<file path="src/sv/lcpm_pkg.sv">
// shared types and constants for the led cube plane multiplexer
package lcpm_pkg;

	// operation codes
	localparam logic [1:0] OP_TICK  = 2'd0;
	localparam logic [1:0] OP_VOXEL = 2'd1;
	localparam logic [1:0] OP_CLEAR = 2'd2;

	// frame buffer geometry
	localparam int PLANES      = 3;
	localparam int B_BITS      = 6;
	localparam int C_BITS      = 3;
	localparam logic [2:0] LAST_PHASE = 3'd5;
	localparam logic [3:0] GROUP_C_BASE = 4'd6;
	localparam logic [3:0] CELL_LIMIT   = 4'd9;

	// one command item
	typedef struct packed {
		logic [1:0] operation;
		logic [1:0] plane_index;
		logic [1:0] row_index;
		logic [1:0] column_index;
		logic       voxel_on;
	} cmd_t;

	// one port drive result
	typedef struct packed {
		logic [5:0] port_b_drive;
		logic [5:0] port_c_drive;
	} drive_t;

endpackage

</file>
<file path="src/sv/lcpm_scan_core.sv">
// frame buffer, scan phase counter and port drive decode
module lcpm_scan_core (
	input  logic              clk,
	input  logic              arst_n,
	input  logic              step,
	input  lcpm_pkg::cmd_t    cmd,
	output lcpm_pkg::drive_t  result
);

	logic [lcpm_pkg::B_BITS-1:0] group_b_q [lcpm_pkg::PLANES];
	logic [lcpm_pkg::C_BITS-1:0] group_c_q [lcpm_pkg::PLANES];
	logic [2:0]                  phase_q;

	logic [2:0] phase_next;
	logic [1:0] plane;
	logic [2:0] select_n;
	logic [3:0] cell_raw;
	logic [3:0] cell_num;
	logic [3:0] cell_c;
	logic [lcpm_pkg::B_BITS-1:0] mask_b;
	logic [lcpm_pkg::C_BITS-1:0] mask_c;

	// next phase and scanned plane
	always_comb begin
		phase_next = (phase_q >= lcpm_pkg::LAST_PHASE) ? 3'd0 : phase_q + 3'd1;
		plane      = phase_next[2:1];
		select_n   = ~(3'd1 << plane);
		result.port_b_drive = 6'd0;
		result.port_c_drive = {3'd0, select_n};
		if (plane < 2'd3) begin
			if (!phase_next[0]) begin
				result.port_b_drive = group_b_q[plane];
			end else begin
				result.port_c_drive = {group_c_q[plane], select_n};
			end
		end
	end

	// voxel cell number x + 3y with cells 0 and 2 swapped
	always_comb begin
		cell_raw = {2'd0, cmd.column_index} + {1'b0, cmd.row_index, 1'b0}
			+ {2'd0, cmd.row_index};
		case (cell_raw)
			4'd0:    cell_num = 4'd2;
			4'd2:    cell_num = 4'd0;
			default: cell_num = cell_raw;
		endcase
		cell_c = cell_num - lcpm_pkg::GROUP_C_BASE;
		mask_b = '0;
		mask_c = '0;
		if (cell_num < lcpm_pkg::GROUP_C_BASE) begin
			mask_b = 6'd1 << cell_num[2:0];
		end else if (cell_num < lcpm_pkg::CELL_LIMIT) begin
			mask_c = 3'd1 << cell_c[1:0];
		end
	end

	// buffer and phase update
	always_ff @(posedge clk or negedge arst_n) begin
		if (!arst_n) begin
			phase_q <= 3'd0;
			for (int i = 0; i < lcpm_pkg::PLANES; i++) begin
				group_b_q[i] <= '0;
				group_c_q[i] <= '0;
			end
		end else if (step) begin
			case (cmd.operation)
				lcpm_pkg::OP_TICK: begin
					phase_q <= phase_next;
				end
				lcpm_pkg::OP_VOXEL: begin
					for (int i = 0; i < lcpm_pkg::PLANES; i++) begin
						if (cmd.plane_index == 2'(i)) begin
							if (cmd.voxel_on) begin
								group_b_q[i] <= group_b_q[i] | mask_b;
								group_c_q[i] <= group_c_q[i] | mask_c;
							end else begin
								group_b_q[i] <= group_b_q[i] & ~mask_b;
								group_c_q[i] <= group_c_q[i] & ~mask_c;
							end
						end
					end
				end
				lcpm_pkg::OP_CLEAR: begin
					for (int i = 0; i < lcpm_pkg::PLANES; i++) begin
						group_b_q[i] <= '0;
						group_c_q[i] <= '0;
					end
				end
				default: begin
				end
			endcase
		end
	end

endmodule

</file>
<file path="src/sv/led_cube_plane_multiplexer_unit.sv">
// led cube plane multiplexer: command input register, scan core, drive output register
// a refresh tick's drive result is registered once it leaves the input register
// one command is accepted every cycle unless stalled; voxel and clear yield no result
// a tick in the input register waits while a finished result is stalled, stalling input
// asynchronous active-low reset clears the frame buffer, the scan phase and both
// valid flags; payload registers are not reset
module led_cube_plane_multiplexer_unit (
	input  logic              clk,
	input  logic              arst_n,
	input  logic              cmd_valid,
	output logic              cmd_stall,
	input  lcpm_pkg::cmd_t    cmd,
	output logic              drive_valid,
	input  logic              drive_stall,
	output lcpm_pkg::drive_t  drive
);

	logic              valid_s1;
	lcpm_pkg::cmd_t    cmd_s1;
	logic              is_tick_s1;
	logic              advance_s1;
	logic              step;
	lcpm_pkg::drive_t  result;
	logic              drive_valid_q;
	lcpm_pkg::drive_t  drive_q;

	// a tick may leave stage 1 only when the output register is free
	assign is_tick_s1 = (cmd_s1.operation == lcpm_pkg::OP_TICK);
	assign advance_s1 = !is_tick_s1 || !drive_valid_q || !drive_stall;
	assign step       = valid_s1 && advance_s1;
	assign cmd_stall  = valid_s1 && !advance_s1;

	// input register
	always_ff @(posedge clk or negedge arst_n) begin
		if (!arst_n) begin
			valid_s1 <= 1'b0;
		end else if (!cmd_stall) begin
			valid_s1 <= cmd_valid;
		end
	end

	always_ff @(posedge clk) begin
		if (!cmd_stall && cmd_valid) begin
			cmd_s1 <= cmd;
		end
	end

	lcpm_scan_core u_core (
		.clk    (clk),
		.arst_n (arst_n),
		.step   (step),
		.cmd    (cmd_s1),
		.result (result)
	);

	// output register
	always_ff @(posedge clk or negedge arst_n) begin
		if (!arst_n) begin
			drive_valid_q <= 1'b0;
		end else if (step && is_tick_s1) begin
			drive_valid_q <= 1'b1;
		end else if (!drive_stall) begin
			drive_valid_q <= 1'b0;
		end
	end

	always_ff @(posedge clk) begin
		if (step && is_tick_s1) begin
			drive_q <= result;
		end
	end

	assign drive_valid = drive_valid_q;
	assign drive       = drive_q;

endmodule

</file>
<file path="config.mk">
export PLATFORM = sky130hd
export DESIGN_NAME = led_cube_plane_multiplexer_unit
export DESIGN_NICKNAME = d
export VERILOG_FILES = /design/src/sv/lcpm_pkg.sv /design/src/sv/lcpm_scan_core.sv /design/src/sv/led_cube_plane_multiplexer_unit.sv
export SDC_FILE = /design/constraint.sdc
export NUM_CORES = 1
export LEC_CHECK = 0
export BUFFER_PORTS_ARGS = -buffer_cell sky130_fd_sc_hd__buf_2
export CAP_MARGIN = 20
export CORE_UTILIZATION = 62
export DETAILED_ROUTE_END_ITERATION = 12
export GPL_TIMING_DRIVEN = 1
export PLACE_DENSITY = 0.88
export SETUP_SLACK_MARGIN = 0.3
export SLEW_MARGIN = 20
export SYNTH_ARGS = -nofsm -noshare
export SYNTH_HDL_FRONTEND = slang
export SYNTH_SLANG_ARGS = --single-unit
</file>
<file path="constraint.sdc">
create_clock -name clk -period 6.7 [get_ports clk]
set_input_delay 1.34 -clock clk [delete_from_list [all_inputs] [get_ports clk]]
set_output_delay 1.34 -clock clk [all_outputs]
set_load 0.1 [all_outputs]
</file>
== After elaboration in Yosys (flattened, before gate mapping) ==
Index checks and enable logic that the tools add are counted.
Storage, ports and cells
  flip-flop bits (word level): 53
  input bits: 13
  word-level logic and storage cells: 104
Operators by class
  $add $sub $neg: 4
  order comparisons: 5
  equality and inequality tests: 9
  shift operators: 3
  mux-type cells: 28
  bitwise logic cells: 17
  reductions and logical operators: 21
Operators by type and width (number)
  6-bit two-way mux: 9
  3-bit two-way mux: 12
  18-bit one-hot mux with 2 select lines: 1
  6-bit AND: 3
  6-bit bitwise OR: 3
  9-bit one-hot mux with 2 select lines: 1
  6-bit binary-select mux with 2-bit select: 1
  3-bit AND: 3
  3-bit bitwise OR: 3
  3-bit AND reduction: 3
  2-bit by 1-bit inequality test with 1-bit output, second input constant: 4
  4-bit one-hot mux with 2 select lines: 1
  3-bit binary-select mux with 2-bit select: 1
  3-bit >= comparator, second input constant: 2
  3-bit inverter: 2
  6-bit inverter: 1
  1-bit by 2-bit left shift with 3-bit output, first input constant: 2
  1-bit by 3-bit left shift with 6-bit output, first input constant: 1
  1-bit logical NOT: 5
  2-bit by 3-bit adder with 4-bit output: 1
  4-bit by 2-bit adder with 4-bit output: 1
  2-bit by 1-bit equality test with 1-bit output, second input constant: 2
  2-bit equality test, second input constant: 2
  4-bit by 2-bit equality test with 1-bit output, second input constant: 1
  other kinds (15): 22

== Longest topological paths before layout ==
Gate-level depths: netlist of run 1.
  depth in word-level cells: 13
  gate-level depth with buffers: 8
  depth with buffers taken out: 7

== By module ==
From an unflattened synthesis of run 1, not the netlist that was laid out.
Second synthesis, totals
  cell total of the unflattened synthesis: 216
  area, all modules: 2468.6 um2
By module, submodules not included
  lcpm_scan_core: instances 1, cells each 185, area each 1735.4 um2, seq. area each 750.7 um2
  led_cube_plane_multiplexer_unit: instances 1, cells each 31, area each 733.2 um2, seq. area each 680.7 um2

== Worst setup path before layout of run 1 ==
OpenSTA, ideal clock, no wires.
  path kind: input -> output
  start: input drive_stall
  end: output cmd_stall
  arrival: 2.772 ns
  required time: 5.360 ns
  path slack: 2.588 ns
  stages on the path: 2
  buffers on the path: 0
  cells stage by stage: nand2_1 -> nor2_1
Between the ends
  word-level cells in the longest chain between the ends: 4
Ends and longest elaborated chain
  start: declaration: RTL line led_cube_plane_multiplexer_unit.sv:14  | input logic drive_stall,
  1-bit logical NOT
  1-bit logical OR: RTL line led_cube_plane_multiplexer_unit.sv:29  | assign advance_s1 = !is_tick_s1 || !drive_valid_q || !drive_stall;
  1-bit logical NOT: RTL line led_cube_plane_multiplexer_unit.sv:31  | assign cmd_stall = valid_s1 && !advance_s1;
  1-bit logical AND: RTL line led_cube_plane_multiplexer_unit.sv:31
  end: declaration: RTL line led_cube_plane_multiplexer_unit.sv:11  | output logic cmd_stall,
Every way passes these cells.

== Final worst setup path of run 1 ==
Ends and elaborated chain as after synthesis.

==> impl_metrics.tcl, run 1 <==
set metrics [dict create \
    outcome "completed" \
    fmax_mhz 290 \
    clock_latency_ps 300 \
    cp-end-kind "output pin" \
    drc 0 \
    period_share 0.515 \
    whs_path_depth 2 \
    ys_seq_area_frac 0.574 \
    grt_start_max_net_pins 33 \
    nFillCells 257 \
    place.gp.congestion 0.848 \
    place_hpwl_um 3280 \
    syn-instance-count 232 \
    ir_drop_v 0.000253 \
    antenna_found_initial 0 \
    rows 22 \
    avgSynthCellArea_um2 10.7 \
    overflow 0 \
    finalClockSkew_ps 9.55 \
    powerDensity_nw_per_um2 325 \
    synth_cell_type_count 34 \
    grt_usage 0.252 \
    leakage_nw 1.05 \
    min_path_type "flip-flop to flip-flop" \
    root_buffer "clkbuf_8" \
    startpoint_type "primary input" \
    ys_warn_count 0 \
    min_period_ps 3450 \
    grt_pass1_wl_um 7900 \
    vias 1891 \
    syn_nets 251 \
    die_h_um 65.4 \
    synthToLayoutAreaGrowth_pct 9.79 \
    cts_setup_buffers 0 \
    first_pass_iters 5 \
    detail_route.iter0.violations 158 \
    finalMaxSlewViolations 0 \
    multi_input_area_um2 926 \
    ctsResizeCount 0 \
    cts_tree "done" \
    die_x_um 65.4 \
    cts_made_buffers 5 \
    clockBufferDepth 2 \
    arrival_ps 2110 \
    wl_um 4790 \
    num_io_pins 27 \
    setup_viol 0 \
    rsz0062_at_grt "no" \
    fin_tns_setup_ps 0 \
    die_area_um2 4280 \
    diodes 0 \
    slew-limit-headroom 0.399 \
    fin_util 0.726 \
    holdBufCountCts 0 \
    criticalPathCategory "primary input to output pin" \
    synth.area.top_cells "dfrtp_1, edfxtp_1, o21ai_0" \
    synth.top_cell.area_share 0.321 \
    synth_seq_cells 53 \
    rr_worst_depth 7 \
    path_clk_slew_ps 80 \
    viasPerCell 6.18 \
    register_area_um2 1430 \
    finalHoldViolations 0 \
    fin_nets 276 \
    max-cap-violations 0 \
    yosys.area.top_type "dfrtp_1" \
    ant_nets 0 \
    syn-cell-area_um2 2490 \
    cp_max_fo 3 \
    initial_core_util 0.661 \
    wl_per_cell_um 15.6 \
    crit_required_ps 5360 \
    drive_gt1_frac 0.147 \
    port_buffers 26 \
    tightest_slew_ps 899 \
    grt_pass1_vias 1781 \
    h-tree-depth 2 \
    core_area_um2 3770 \
    cts_sinks 53 \
]
[metrics by stage]
stage	hold slack, ps	total power [W]	instances	cell area [µm²]	worst slack [ps]
floorplan	473	0.000629	232	2490	2590
global placement	487	0.000674	298	2630	3260
detailed placement	498	0.000684	298	2630	3250
CTS	517	0.000886	306	2740	3250
global route	541	0.000931	306	2740	3170
finish	511	0.000888	306	2740	3250
[worst max-delay path, cell delays in order]
cell	delay, ps
buf_2	70
nand2_1	70
nor2_1	170
buf_2	450
[final timing paths]
| kind | slack [ps] | startpoint | endpoint |
|---|---|---|---|
| max reg2reg | 3850 | cmd_s1[2]$_DFFE_PP_ | u_core.group_c_q[4]$_DFFE_PN0P_ |
| min | 510 | u_core.group_b_q[7]$_DFFE_PN0P_ | u_core.group_b_q[7]$_DFFE_PN0P_ |
| max | 3250 | drive_stall | cmd_stall |
| min reg2reg | 510 | u_core.group_b_q[7]$_DFFE_PN0P_ | u_core.group_b_q[7]$_DFFE_PN0P_ |
| max in group asynchronous | 5180 | arst_n | u_core.group_b_q[7]$_DFFE_PN0P_ |
| min in group asynchronous | 1070 | arst_n | u_core.group_b_q[6]$_DFFE_PN0P_ |
[cell families (layout without fill, tap and decap cells)]
| family | after synthesis | after routing | share of synthesized area |
|---|---|---|---|
| mux | 1 | 1 | 0.00452 |
| simple gates | 48 | 48 | 0.102 |
| fa+ha+maj | 6 | 6 | 0.0361 |
| compound gates | 93 | 93 | 0.225 |
| flops | 53 | 53 | 0.574 |
| buf+inv | 30 | 56 | 0.0542 |
| xor+xnor | 1 | 1 | 0.00351 |
[sequential cells by signal, summed over array words and instances (netlist names)]
name / count
valid_s1: 1
cmd_s1: 9
u_core.group_b_q: 18
u_core.group_c_q: 9
u_core.phase_q: 3
drive_valid: 1
drive: 12
[cell type report]
cell class,instances,share of cell area
Clock buffer,6,0.0265
Clock inverter,2,0.0123
Inverter,22,0.0302
Multi-Input combinational cell,149,0.338
Sequential cell,53,0.523
Tap cell,48,0.0219
Timing Repair Buffer,26,0.0476
[power by group]
part	internal [W]	switching, W	total, W
combinational	0.0000815	0.000208	0.000290
sequential	0.000368	0.0000237	0.000391
clock	0.000110	0.0000968	0.000207
[cell usage in the layout (no fill, tap or decap), types with 2 or more instances in the layout]
| cell | count |
|---|---|
| buf_2 | 26 |
| edfxtp_1 | 21 |
| nand4b_1 | 2 |
| inv_1 | 22 |
| o21ai_0 | 58 |
| nand3_1 | 3 |
| fa_1 | 2 |
| clkbuf_8 | 5 |
| nor2_1 | 7 |
| a21oi_1 | 16 |
| or2_2 | 2 |
| nor4b_1 | 2 |
| nor2b_1 | 6 |
| a31oi_1 | 2 |
| dfrtp_1 | 32 |
| ha_1 | 4 |
| nor4bb_1 | 2 |
| nand2_1 | 19 |
| o32a_1 | 9 |
| o21ai_1 | 3 |
[metal layers]
| layer | up-vias | track usage | part of all wire |
|---|---|---|---|
| met5 | - | 0 | 0 |
| met4 | 0 | 0.130 | 0.020 |
| met3 | 11 | 0.0521 | 0.064 |
| met2 | 81 | 0.432 | 0.50 |
| met1 | 906 | 0.298 | 0.41 |
| li1 | 893 | - | - |
[synth_stat cells, drive strengths merged]
| cell type | count |
|---|---|
| a22oi | 1 |
| a211o | 1 |
| nor4b | 2 |
| nand2 | 19 |
| or3 | 1 |
| inv | 22 |
| nor3b | 1 |
| nor4bb | 2 |
| dlygate4sd1 | 1 |
| fa | 2 |
| a31oi | 2 |
| o21a | 1 |
| edfxtp | 21 |
| o21ai | 61 |
| clkbuf | 3 |
| or4b | 1 |
| or2b | 1 |
| xnor2 | 1 |
| buf | 4 |
| nand4b | 2 |
| ha | 4 |
| dfrtp | 32 |
| nor2b | 6 |
| a21oi | 16 |
| o22ai | 1 |
| nand4 | 1 |
| nor2 | 7 |
| o32ai | 1 |
| nand3 | 3 |
| or2 | 2 |
| o32a | 9 |
| mux2 | 1 |
Power figures use the tool's default switching activity.
==> run 2, diff against run 1 <==
Settings changed: CORE_UTILIZATION 62 to 52, PLACE_DENSITY 0.88 to 0.79.
Clock period 6.7 ns to 3.14 ns, I/O delays scaled along.
==> impl_metrics.tcl, run 2 (same netlist as run 1, synthesis figures left out) <==
set metrics [dict create \
    layout_common_cells "o21ai_0, dfrtp_1, buf_2" \
    cts_tree "done" \
    ant_nets 0 \
    max-cap-violations 0 \
    setup_viol 0 \
    period_share 0.862 \
    drc 3 \
    leakage_nw 1.05 \
    detail_route.iter0.violations 174 \
    viasPerCell 5.77 \
    cts_setup_buffers 0 \
    finalHoldViolations 0 \
    fin_cells 311 \
    grt_start_max_net_pins 33 \
    largest_reg_flops 18 \
    fin_nets 277 \
    drive_gt1_frac 0.170 \
    cp_max_fo 4 \
    arrival_ps 2890 \
    finalClockSkew_ps 9.34 \
    finalMaxSlewViolations 0 \
    busiest_layer "met2" \
    initial_core_util 0.557 \
    startpoint_type "flip-flop" \
    top_register "u_core.group_b_q" \
    outcome "finished, violations left" \
    min_period_ps 2710 \
    failed_checks "design-rule violations" \
    post_dp_cell_area_um2 2650 \
    rsz0062_at_grt "yes" \
    grt_pass1_wl_um 7840 \
    overflow 0 \
    num_io_pins 27 \
    use_met2 0.314 \
    grt_usage 0.199 \
    die_x_um 71.2 \
    fmax_mhz 370 \
    placed_cells 303 \
    diodes 0 \
    fin_area_um2 2740 \
    wl_per_cell_um 14.7 \
    path_clk_slew_ps 100 \
    final_common_cell "o21ai_0" \
    wl_um 4560 \
    criticalPathCategory "flip-flop to flip-flop" \
    synthToLayoutAreaGrowth_pct 10.1 \
    clock_latency_ps 310 \
    fin_tns_setup_ps 0 \
    p_total_w 0.00181 \
    rows 24 \
    powerDensity_nw_per_um2 660 \
    h-tree-depth 2 \
    cp-end-kind "flip-flop" \
    vias 1795 \
    place.gp.congestion 0.773 \
    ir_drop_v 0.000368 \
    cts_sinks 53 \
    tightest_slew_ps 766 \
    nFillCells 359 \
    grtUsageMet1 0.268 \
    register_area_um2 1430 \
    die_area_um2 5070 \
    antenna_found_initial 0 \
    port_buffers 26 \
    met3_usage 0.0436 \
    multi_input_area_um2 933 \
    first_pass_iters 8 \
    grt_pass1_vias 1682 \
    place_hpwl_um 3240 \
    root_buffer "clkbuf_8" \
    crit_required_ps 3320 \
    clockBufferDepth 2 \
    cts_made_buffers 5 \
    slew-limit-headroom 0.489 \
    core_area_um2 4470 \
    die_h_um 71.2 \
    min_path_type "primary input to async pin" \
]
## run 2: timing repair
item,4_1_cts,5_1_grt
resized for setup,0,2
endpoints found under the setup margin,0,11
hold buffers,0,0
## run 2: per-stage QoR
stage,utilization,setup slack (ps),hold slack (ps)
finish,0.613,434,357
global route,0.613,283,415
CTS,0.612,466,382
detailed placement,0.591,469,506
global placement,0.591,550,494
floorplan,-,436,332
## run 2: worst paths after layout
path | start | end | slack [ps] | depth (start not counted)
max in group asynchronous | arst_n | u_core.group_c_q[6]$_DFFE_PN0P_ | 2320 | 1
worst max register to register | cmd_s1[3]$_DFFE_PP_ | u_core.group_c_q[5]$_DFFE_PN0P_ | 430 | 7
worst min register to register | u_core.group_c_q[4]$_DFFE_PN0P_ | u_core.group_c_q[4]$_DFFE_PN0P_ | 530 | 2
worst min-delay path | arst_n | u_core.group_b_q[14]$_DFFE_PN0P_ | 360 | 1
min in group clk | cmd[0] | cmd_s1[0]$_DFFE_PP_ | 490 | 1
worst max-delay path | cmd_s1[3]$_DFFE_PP_ | u_core.group_c_q[5]$_DFFE_PN0P_ | 430 | 7
## run 2: layout make-up
class,instances,area share
sequential,53,0.522
multi-input combinational,149,0.340
timing repair buffer,27,0.0502
inverter,22,0.0301
clock buffer,5,0.0251
tap,52,0.0237
clock inverter,3,0.00912
## run 2: critical path: stages, from the launching register on
cell	delay, ps
edfxtp_1	440
fa_1	480
ha_1	220
fa_1	480
or4b_1	550
nor2b_1	180
o21ai_0	140
o21ai_0	100
## run 2: per-layer routing
layer  up-vias  routed length (µm)
li1        889                   -
met1       851                2140
met2        48                2190
met3         7                 175
met4         0                  59
met5         -                   0
## run 2: report_power, final
group	switching (W)	total (W)	leakage, nW	internal [W]
combinational	0.000412	0.000588	0.370	0.000175
clock	0.000229	0.000391	0.0447	0.000161
sequential	0.0000495	0.000834	0.637	0.000784
total	0.000691	0.00181	1.05	0.00112
